<file path="src/rtl/ouwl_pkg.sv">
// Package for the ordered unique waiter list.
// Opcode and status codes, cell command struct. No dependencies.
package ouwl_pkg;

  localparam int unsigned IdW    = 16;
  localparam int unsigned CountW = 5;

  typedef enum logic [1:0] {
    OP_PUSH = 2'd0,
    OP_POP  = 2'd1,
    OP_PEEK = 2'd2
  } opcode_e;

  typedef enum logic [2:0] {
    ST_DONE   = 3'd0,
    ST_DUP    = 3'd1,
    ST_FULL   = 3'd2,
    ST_ABSENT = 3'd3,
    ST_ZERO   = 3'd4
  } status_e;

  typedef struct packed {
    logic             remove;
    logic             append;
    logic [IdW-1:0]   key;
  } cell_cmd_t;

endpackage

</file>
<file path="src/rtl/ouwl_if.sv">
// Valid/ready channel interfaces for requests and results.
// Depends on ouwl_pkg for field widths.
interface ouwl_in_if;
  logic                      valid;
  logic                      ready;
  logic [1:0]                opcode;
  logic [ouwl_pkg::IdW-1:0]  waiter_id;

  modport source (output valid, output opcode, output waiter_id, input ready);
  modport sink   (input valid, input opcode, input waiter_id, output ready);
endinterface

interface ouwl_out_if;
  logic                         valid;
  logic                         ready;
  logic [ouwl_pkg::IdW-1:0]     result_id;
  logic [2:0]                   status;
  logic [ouwl_pkg::CountW-1:0]  entry_count;

  modport source (output valid, output result_id, output status, output entry_count,
                  input ready);
  modport sink   (input valid, input result_id, input status, input entry_count,
                  output ready);
endinterface

</file>
<file path="src/rtl/ordered_unique_waiter_list_core.sv">
// Ordered unique waiter list: a row of DEPTH cells holding nonzero IDs, oldest in cell 0.
// Each request is first captured into the opcode and key registers; then every cell compares
// its ID against the key, the match is encoded and the row compacts or appends at the edge;
// the result then sits in an output register. A stalled output holds the compare step until
// the register frees. Cells reset to empty at once; no clearing pass. Uses ouwl_pkg, ouwl_if.
module ordered_unique_waiter_list_core #(
  parameter int unsigned DEPTH = 16
) (
  input  logic          clk_i,
  input  logic          rst_ni,
  ouwl_in_if.sink       in_i,
  ouwl_out_if.source    out_o
);

  localparam int unsigned PosW = (DEPTH > 1) ? $clog2(DEPTH) : 1;
  localparam int unsigned OccW = $clog2(DEPTH + 1);

  logic                        busy_q;
  logic [1:0]                  op_q;
  logic [ouwl_pkg::IdW-1:0]    key_q;
  logic [OccW-1:0]             occ_q, occ_d;

  logic                        out_valid_q;
  logic [ouwl_pkg::IdW-1:0]    res_q, res_d;
  ouwl_pkg::status_e           status_q, status_d;

  logic [ouwl_pkg::IdW-1:0]    cell_id [DEPTH];
  logic [DEPTH-1:0]            match;
  logic [PosW-1:0]             enc_pos, pos;
  logic                        hit;
  logic                        fire;
  logic                        do_remove, do_append;
  ouwl_pkg::cell_cmd_t         cmd;
  logic [OccW+ouwl_pkg::CountW-1:0] occ_ext;

  assign in_i.ready = !busy_q;
  assign fire       = busy_q && (!out_valid_q || out_o.ready);

  ouwl_enc #(.N(DEPTH), .PosW(PosW)) u_enc (
    .match_i (match),
    .pos_o   (enc_pos),
    .hit_o   (hit)
  );

  always_comb begin
    res_d     = '0;
    status_d  = ouwl_pkg::ST_DONE;
    pos       = enc_pos;
    do_remove = 1'b0;
    do_append = 1'b0;
    occ_d     = occ_q;
    unique case (ouwl_pkg::opcode_e'(op_q)) inside
      ouwl_pkg::OP_PUSH: begin
        if (key_q == '0) begin
          status_d = ouwl_pkg::ST_ZERO;
        end else if (hit) begin
          status_d = ouwl_pkg::ST_DUP;
        end else if (occ_q == OccW'(DEPTH)) begin
          status_d = ouwl_pkg::ST_FULL;
        end else begin
          do_append = 1'b1;
          occ_d     = occ_q + OccW'(1);
        end
      end
      ouwl_pkg::OP_POP, ouwl_pkg::OP_PEEK: begin
        if (occ_q == '0) begin
          status_d = ouwl_pkg::ST_ABSENT;
        end else if (key_q == '0) begin
          pos   = '0;
          res_d = cell_id[0];
        end else if (!hit) begin
          status_d = ouwl_pkg::ST_ABSENT;
        end else begin
          res_d = key_q;
        end
        if ((status_d == ouwl_pkg::ST_DONE) && (op_q == ouwl_pkg::OP_POP)) begin
          do_remove = 1'b1;
          occ_d     = occ_q - OccW'(1);
        end
      end
      default: begin
      end
    endcase
  end

  assign cmd.remove = fire && do_remove;
  assign cmd.append = fire && do_append;
  assign cmd.key    = key_q;

  for (genvar g = 0; g < DEPTH; g++) begin : g_cell
    logic [ouwl_pkg::IdW-1:0] next_id;
    if (g == DEPTH - 1) begin : g_last
      assign next_id = '0;
    end else begin : g_mid
      assign next_id = cell_id[g+1];
    end
    ouwl_cell #(.Idx(g), .PosW(PosW)) u_cell (
      .clk_i     (clk_i),
      .rst_ni    (rst_ni),
      .cmd_i     (cmd),
      .pos_i     (pos),
      .tail_i    (occ_q[PosW-1:0]),
      .next_id_i (next_id),
      .id_o      (cell_id[g]),
      .match_o   (match[g])
    );
  end

  always_ff @(posedge clk_i or negedge rst_ni) begin
    if (!rst_ni) begin
      busy_q      <= 1'b0;
      occ_q       <= '0;
      out_valid_q <= 1'b0;
    end else begin
      if (in_i.valid && in_i.ready) begin
        busy_q <= 1'b1;
      end else if (fire) begin
        busy_q <= 1'b0;
      end
      if (fire) begin
        occ_q       <= occ_d;
        out_valid_q <= 1'b1;
      end else if (out_o.ready) begin
        out_valid_q <= 1'b0;
      end
    end
  end

  always_ff @(posedge clk_i) begin
    if (in_i.valid && in_i.ready) begin
      op_q  <= in_i.opcode;
      key_q <= in_i.waiter_id;
    end
    if (fire) begin
      res_q    <= res_d;
      status_q <= status_d;
    end
  end

  // entry count carries the low bits of the occupancy after the update
  assign occ_ext = (OccW + ouwl_pkg::CountW)'(occ_q);

  assign out_o.valid       = out_valid_q;
  assign out_o.result_id   = res_q;
  assign out_o.status      = status_q;
  assign out_o.entry_count = occ_ext[ouwl_pkg::CountW-1:0];

endmodule

</file>
<file path="src/rtl/ouwl_cell.sv">
// One slot of the waiter list: holds an ID, compares it against the key,
// shifts in its younger neighbour on removal, loads the key on append. Uses ouwl_pkg.
module ouwl_cell #(
  parameter int unsigned Idx = 0,
  parameter int unsigned PosW = 4
) (
  input  logic                       clk_i,
  input  logic                       rst_ni,
  input  ouwl_pkg::cell_cmd_t        cmd_i,
  input  logic [PosW-1:0]            pos_i,
  input  logic [PosW-1:0]            tail_i,
  input  logic [ouwl_pkg::IdW-1:0]   next_id_i,
  output logic [ouwl_pkg::IdW-1:0]   id_o,
  output logic                       match_o
);

  logic [ouwl_pkg::IdW-1:0] id_q, id_d;

  assign match_o = (id_q == cmd_i.key) && (id_q != '0);
  assign id_o    = id_q;

  always_comb begin
    id_d = id_q;
    if (cmd_i.remove && (pos_i <= PosW'(Idx))) begin
      id_d = next_id_i;
    end else if (cmd_i.append && (tail_i == PosW'(Idx))) begin
      id_d = cmd_i.key;
    end
  end

  always_ff @(posedge clk_i or negedge rst_ni) begin
    if (!rst_ni) begin
      id_q <= '0;
    end else begin
      id_q <= id_d;
    end
  end

endmodule

</file>
<file path="src/rtl/ouwl_enc.sv">
// One-hot to binary encoder over the cell match lines.
// Standalone; no package use.
module ouwl_enc #(
  parameter int unsigned N = 16,
  parameter int unsigned PosW = 4
) (
  input  logic [N-1:0]     match_i,
  output logic [PosW-1:0]  pos_o,
  output logic             hit_o
);

  always_comb begin
    pos_o = '0;
    for (int unsigned i = 0; i < N; i++) begin
      pos_o = pos_o | (match_i[i] ? PosW'(i) : '0);
    end
  end

  assign hit_o = |match_i;

endmodule

</file>
<file path="src/flat_wrapper.sv">
// flat-port wrapper written by rule: the top's interface ports become plain ports
module ordered_unique_waiter_list_core_flat 
#(
  parameter int unsigned DEPTH = 16
)
  (clk_i, rst_ni, in_i_valid, in_i_opcode, in_i_waiter_id, in_i_ready, out_o_valid, out_o_result_id, out_o_status, out_o_entry_count, out_o_ready);
  ouwl_in_if in_i_i ();
  ouwl_out_if out_o_i ();
  input  logic clk_i;
  input  logic rst_ni;
  input wire logic [$bits(in_i_i.valid)-1:0] in_i_valid;
  input wire logic [$bits(in_i_i.opcode)-1:0] in_i_opcode;
  input wire logic [$bits(in_i_i.waiter_id)-1:0] in_i_waiter_id;
  output wire logic [$bits(in_i_i.ready)-1:0] in_i_ready;
  output wire logic [$bits(out_o_i.valid)-1:0] out_o_valid;
  output wire logic [$bits(out_o_i.result_id)-1:0] out_o_result_id;
  output wire logic [$bits(out_o_i.status)-1:0] out_o_status;
  output wire logic [$bits(out_o_i.entry_count)-1:0] out_o_entry_count;
  input wire logic [$bits(out_o_i.ready)-1:0] out_o_ready;
  assign in_i_i.valid = in_i_valid;
  assign in_i_i.opcode = in_i_opcode;
  assign in_i_i.waiter_id = in_i_waiter_id;
  assign in_i_ready = in_i_i.ready;
  assign out_o_valid = out_o_i.valid;
  assign out_o_result_id = out_o_i.result_id;
  assign out_o_status = out_o_i.status;
  assign out_o_entry_count = out_o_i.entry_count;
  assign out_o_i.ready = out_o_ready;
  ordered_unique_waiter_list_core #(.DEPTH(DEPTH)) u_core (.clk_i(clk_i), .rst_ni(rst_ni), .in_i(in_i_i), .out_o(out_o_i));
endmodule
</file>
<file path="config.mk">
export PLATFORM = sky130hd
export DESIGN_NAME = ordered_unique_waiter_list_core_flat
export DESIGN_NICKNAME = d
export VERILOG_FILES = /design/src/rtl/ouwl_pkg.sv /design/src/rtl/ouwl_if.sv /design/src/rtl/ordered_unique_waiter_list_core.sv /design/src/rtl/ouwl_cell.sv /design/src/rtl/ouwl_enc.sv /design/src/flat_wrapper.sv
export SDC_FILE = /design/constraint.sdc
export NUM_CORES = 1
export LEC_CHECK = 0
export BUFFER_PORTS_ARGS = -buffer_cell sky130_fd_sc_hd__buf_4
export CORE_ASPECT_RATIO = 0.9
export CORE_MARGIN = 5
export CORE_UTILIZATION = 65
export DETAILED_ROUTE_END_ITERATION = 10
export PLACE_DENSITY = 0.83
export SLEW_MARGIN = 0
export SYNTH_ARGS = -nofsm -noshare
export SYNTH_HDL_FRONTEND = slang
export SYNTH_HIERARCHICAL = 1
export SYNTH_SLANG_ARGS = --single-unit
</file>
<file path="constraint.sdc">
create_clock -name clk_i -period 7.3 [get_ports clk_i]
set_input_delay 0.73 -clock clk_i [delete_from_list [all_inputs] [get_ports clk_i]]
set_output_delay 0.73 -clock clk_i [all_outputs]
set_load 0.01 [all_outputs]
</file>
Word level (Yosys, flattened, before mapping)

Index checks and enable logic that the tools add are counted.

$add $sub $neg: 2
$lt $le $gt $ge: 16
Equal/unequal tests: 38
Multiplexer cells: 75
Bitwise logic cells: 15
Reduce and logical (&&, ||, !) cells: 100

Operators by type and width:

| cell                                                | number |
|---|---|
| two-way mux 16 bit                                  | 34 |
| equality test 16 bit                                | 16 |
| nonzero test 16 bit                                 | 16 |
| logical AND 1 bit                                   | 53 |
| two-way mux 4 bit                                   | 11 |
| nonzero test 2 bit                                  | 19 |
| equality test 4 bit, second input constant          | 8 |
| <= comparator 4 bit, second input constant          | 8 |
| OR 4 bit                                            | 7 |
| two-way mux 3 bit                                   | 9 |
| two-way mux 5 bit                                   | 4 |
| equality test 4 x 3 -> 1 bit, second input constant | 4 |
| <= comparator 4 x 3 -> 1 bit, second input constant | 4 |
| logical NOT 16 bit                                  | 1 |
| OR reduction 16 bit                                 | 1 |
| two-way mux 1 bit                                   | 11 |
| case mux 5 bit (2 select lines)                     | 1 |
| OR 3 bit                                            | 3 |
| equality test 4 x 2 -> 1 bit, second input constant | 2 |
| <= comparator 4 x 1 -> 1 bit, second input constant | 2 |
| <= comparator 4 x 2 -> 1 bit, second input constant | 2 |
| two-way mux 2 bit                                   | 4 |
| != test 2 bit, second input constant                | 3 |
| case mux 3 bit (2 select lines)                     | 1 |
| other kinds (20)                                    | 22 |

Register bits after elaboration: 300
Bits of input ports: 22
Output and inout port bits: 26

Logic depth before layout (Yosys ltp)

Depth in word-level cells: 23
Mapped depth: 15
Depth with buffers taken out: 13

Modules after synthesis

Netlist, hierarchy kept.

Modules (own cells, without submodules):

| module                                | instances | cells each | area an instance (um2) | seq. area each (um2) |
|---|---|---|---|---|
| ordered_unique_waiter_list_core       | 1         | 132        | 2016.9                 | 1286.2 |
| ouwl_cell at u_core.g_cell[0].u_cell  | 1         | 119        | 1101.1                 | 400.4 |
| ouwl_cell at u_core.g_cell[15].u_cell | 1         | 116        | 1083.5                 | 400.4 |
| ouwl_cell at u_core.g_cell[10].u_cell | 1         | 100        | 1039.7                 | 400.4 |
| ouwl_cell at u_core.g_cell[1].u_cell  | 1         | 118        | 1012.2                 | 400.4 |
| ouwl_cell at u_core.g_cell[6].u_cell  | 1         | 118        | 994.7                  | 400.4 |
| ouwl_cell at u_core.g_cell[9].u_cell  | 1         | 118        | 993.5                  | 400.4 |
| ouwl_cell at u_core.g_cell[5].u_cell  | 1         | 118        | 984.7                  | 400.4 |
| ouwl_cell at u_core.g_cell[14].u_cell | 1         | 118        | 983.4                  | 400.4 |
| ouwl_cell at u_core.g_cell[13].u_cell | 1         | 118        | 977.2                  | 400.4 |
| ouwl_cell at u_core.g_cell[8].u_cell  | 1         | 99         | 968.4                  | 400.4 |
| ouwl_cell at u_core.g_cell[11].u_cell | 1         | 118        | 967.2                  | 400.4 |
| ouwl_cell at u_core.g_cell[7].u_cell  | 1         | 117        | 965.9                  | 400.4 |
| ouwl_cell at u_core.g_cell[2].u_cell  | 1         | 119        | 958.4                  | 400.4 |
| 4 more rows                           | -         | -          | -                      | - |

Worst setup path before layout

OpenSTA, ideal clock, no wires.

Path type: reg-to-reg
Start: reg u_core/key_q[7] (netlist bit)
End: reg u_core.g_cell[8].u_cell.id_q (netlist bit u_core/g_cell[8].u_cell/id_o[0])
Setup time: 137 ps
Arrival: 4021 ps
Data required time: 7163 ps
Setup slack: 3142 ps
Cell stages (with the launch flop): 14
Cells stage by stage: edfxtp_1 > xor2_1 > nor4_1 > nand4_1 > nor2_1 > nor4_1 > nand4_1 > a41oi_2 > and4_1 > nand2_1 > nor4_4 > buf_6 > mux2i_1 > a21oi_1

RTL lines:

| element                | line                                   | source |
|---|---|---|
| start, declared        | ordered_unique_waiter_list_core.sv:20  | `logic [ouwl_pkg::IdW-1:0] key_q;` |
| start signal, assigned | ordered_unique_waiter_list_core.sv:132 | `key_q <= in_i.waiter_id;` |
| end signal, assigned   | ouwl_cell.sv:35                        | `id_q <= id_d;` |
| end, declared          | ouwl_cell.sv:17                        | `logic [ouwl_pkg::IdW-1:0] id_q, id_d;` |

==> run metrics <==
Syn Area/Cell 9.02 um2; area leader, netlist dfrtp_1; overall routing resource usage about a third; die span in y between 150 and 200 um; Starting Density approximately two thirds; synthesized cell area 0.0180 mm2; Clock Tree Buf Depth 3; Worst-path clk slew 0.06 ns; ys async rst share 87.7%; Fin. Hold Viols 0; Synth Register Bits 300; IO buf count 47; Leak approximately 9 nW; area delta synth->final 8.09%; critical path, cell by cell buf_4 > xor2_1 > nor4_1 > nand4_1 > nor2_1 > nor4_1 > nand4_1 > a41oi_2 > a21o_1 > nor2_4 > nand3_1 > nor2_1 > a31oi_1; Iter 0 DRT Violations roughly 1,900; worst r2r src u_core/key_q[13]; Final Setup Violations 0; CTS Buf Count 31; DRT Pass-1 Iters 8; Worst Clk Skew 0.0248 ns; diode count 0; max-cap check violation count 0; Synth top area share 36.6%; first-pass GRT wire length 83,300 um; largest net degree at the start of global routing 138; minimum clock period between 6 and 7 ns; Layout fillers a little under 2,000; Slew HR 13.8%; CTS hold repair buffers 0; Syn. warnings 6; drt drc 0; CP Data Required Time 7.67 ns; slowest CP cell nand3_1; crit path kind flop to flop; worst reg2reg path depth 13; Final GP Congestion 0.912; number of global-route vias before repair 15,800; fin crit share 84.9%; Top Family by Delay on Critical Path simple AND/OR/NAND/NOR gates; synth unique cells 61; hpwl dp 32,800 um; most frequent cells in the layout nand2_1 (451), dfrtp_1 (263), xor2_1 (257), nor2_1 (248), a31oi_1 (192); IO Pins between 40 and 50; cell count after synthesis around 2,000; Placement Rows 57; Critical Path Max Stage Delay 1.13 ns; top post-synthesis cells by area dfrtp_1 (37%), xor2_1 (13%), nand2_1 (9.4%), a31oi_1 (6.7%), edfxtp_1 (6.2%); Achievable Freq 161 MHz; H-tree depth 1; post-CTS resize count 0; critical path launch point type flop; GRT overflow 0; RSZ-0062 raised after global routing no; via count 15,900; vias per std cell 6.63; share of cells above drive strength 1 11.6%; worst reg-to-reg setup slack 1.11 ns; Min-Delay Path Class primary input to asynchronous set/reset pin; Max VDD drop 0.000234 V; die area 0.0311 mm2; postcts setup bufs 0; Total Power 7.06 mW; antenna violations before repair 0; Post-synth EDFFs 37; Total Wirelength 52,300 um; R2R Path End u_core/g_cell[2].u_cell/id_o[11]; critical path data arrival time 6.57 ns; Post-synth top flop dfrtp_1; placeable core region 0.0272 mm2; most common cell after layout, fill and taps aside nand2_1; power per cell area 363 mW/mm2; post-route ant nets 0; setup TNS 0 ns; Skew-Pair Late Insertion Delay around 0.57 ns; Avg WL per Cell around 22 um; critical path buffer and inverter count 1; CTS root buf clkbuf_16; measured slew at the worst slew-check pin approximately 1.3 ns; Worst Setup End Kind flop; TritonCTS clock tree yes; Slew Viols, Final 0; CTS Sinks 300; crit path max fanout 47; Die W between 150 and 200 um; status finished, final reports clean; nets@finish 2,053; post-synthesis sequential area ratio 42.8%
routing by layer:
metal / track usage, % / vias to the layer above / share of wire, %
met5: 0 / - / 0
met4: 15.8 / 0 / 5.4
met3: 5.98 / 265 / 9.8
met2: 52.1 / 993 / 47
met1: 44.0 / 7637 / 38
li1: - / 7025 / -
layout make-up:
class	instances	area [um2]	share of cell area, %
Clock inverter	16	125	0.643
Timing Repair Buffer	78	643	3.31
Inverter	5	18.8	0.0965
Sequential cell	300	7690	39.6
Clock buffer	42	887	4.56
Multi-Input combinational cell	1607	9640	49.6
Tap cell	354	443	2.28
state kept, by name (all words and copies together) (netlist names):
register	count
u_core/key_q	16
u_core/busy_q	1
u_core/g_cell.u_cell/id_o	256
u_core/out_o.result_id	16
u_core/out_o.status	3
u_core/out_o.entry_count	5
u_core/op_q	2
u_core/out_o.valid	1
synth_stat cells, types with 7 or more instances:
master    number
nand2_1      451
dfrtp_1      263
xor2_1       257
nor2_1       249
a31oi_1      192
nor4_1       135
a21oi_1       39
clkbuf_1      37
edfxtp_1      37
mux2i_1       32
a21oi_2       30
nand4_1       22
nor2b_1       22
buf_6         21
and4_1        18
buf_2         17
a22o_1        16
a31oi_2       16
nor2_2        16
nand2_2       11
buf_4         10
and2_1         7
ha_1           7
logic make-up after synthesis:
family	Yosys count	synth area share, %
multiplexers	35	2.03
XOR/XNOR	260	12.7
flip-flops	300	42.8
AO/OA/AOI/OAI	307	11.8
other	1	0.0208
buffers and inverters	103	4.05
AND/OR/NAND/NOR	981	26.1
adder cells (fa/ha/maj)	8	0.598
worst reg2reg max path, cell delays in order, from the launching register on:
cell and delay (ns):
edfxtp_1 0.99, buf_4 0.47, xor2_1 0.13, nor4_1 0.42, nand4_1 0.15, nor2_1 0.48
nor4_1 0.15, nand4_1 0.24, a41oi_2 0.11, a21o_1 0.28, nor2_4 0.92, nand3_1 1.13
nor2_1 0.46, a31oi_1 0.08
report_power, final:
group	internal, mW	switching (mW)	total, mW
clock network	0.888	0.682	1.57
logic	1.05	1.29	2.35
registers	2.28	0.861	3.15
worst max path at each step:
stage	from	to	depth (start not counted)
2_1_floorplan	u_core/key_q[7]	u_core/g_cell[8].u_cell/id_o[0]	13
3_3_place_gp	u_core/key_q[13]	u_core/g_cell[4].u_cell/id_o[9]	13
3_5_place_dp	u_core/key_q[13]	u_core/g_cell[2].u_cell/id_o[5]	13
4_1_cts	u_core/key_q[13]	u_core/g_cell[2].u_cell/id_o[5]	13
5_1_grt	u_core/key_q[13]	u_core/g_cell[2].u_cell/id_o[11]	13
6_report	u_core/key_q[13]	u_core/g_cell[2].u_cell/id_o[11]	13
stage by stage:
stage,setup WS (ns),hold WS [ns],std cells,area [um2],util [%]
2_1_floorplan,3.14,0.434,2010,18000,-
3_3_place_gp,1.79,0.544,2344,18400,67.8
3_5_place_dp,1.47,0.560,2344,18400,67.8
4_1_cts,1.40,0.325,2402,19400,71.6
5_1_grt,0.921,0.321,2402,19400,71.6
6_report,1.11,0.291,2402,19400,71.6
Power figures use the tool's default switching activity.
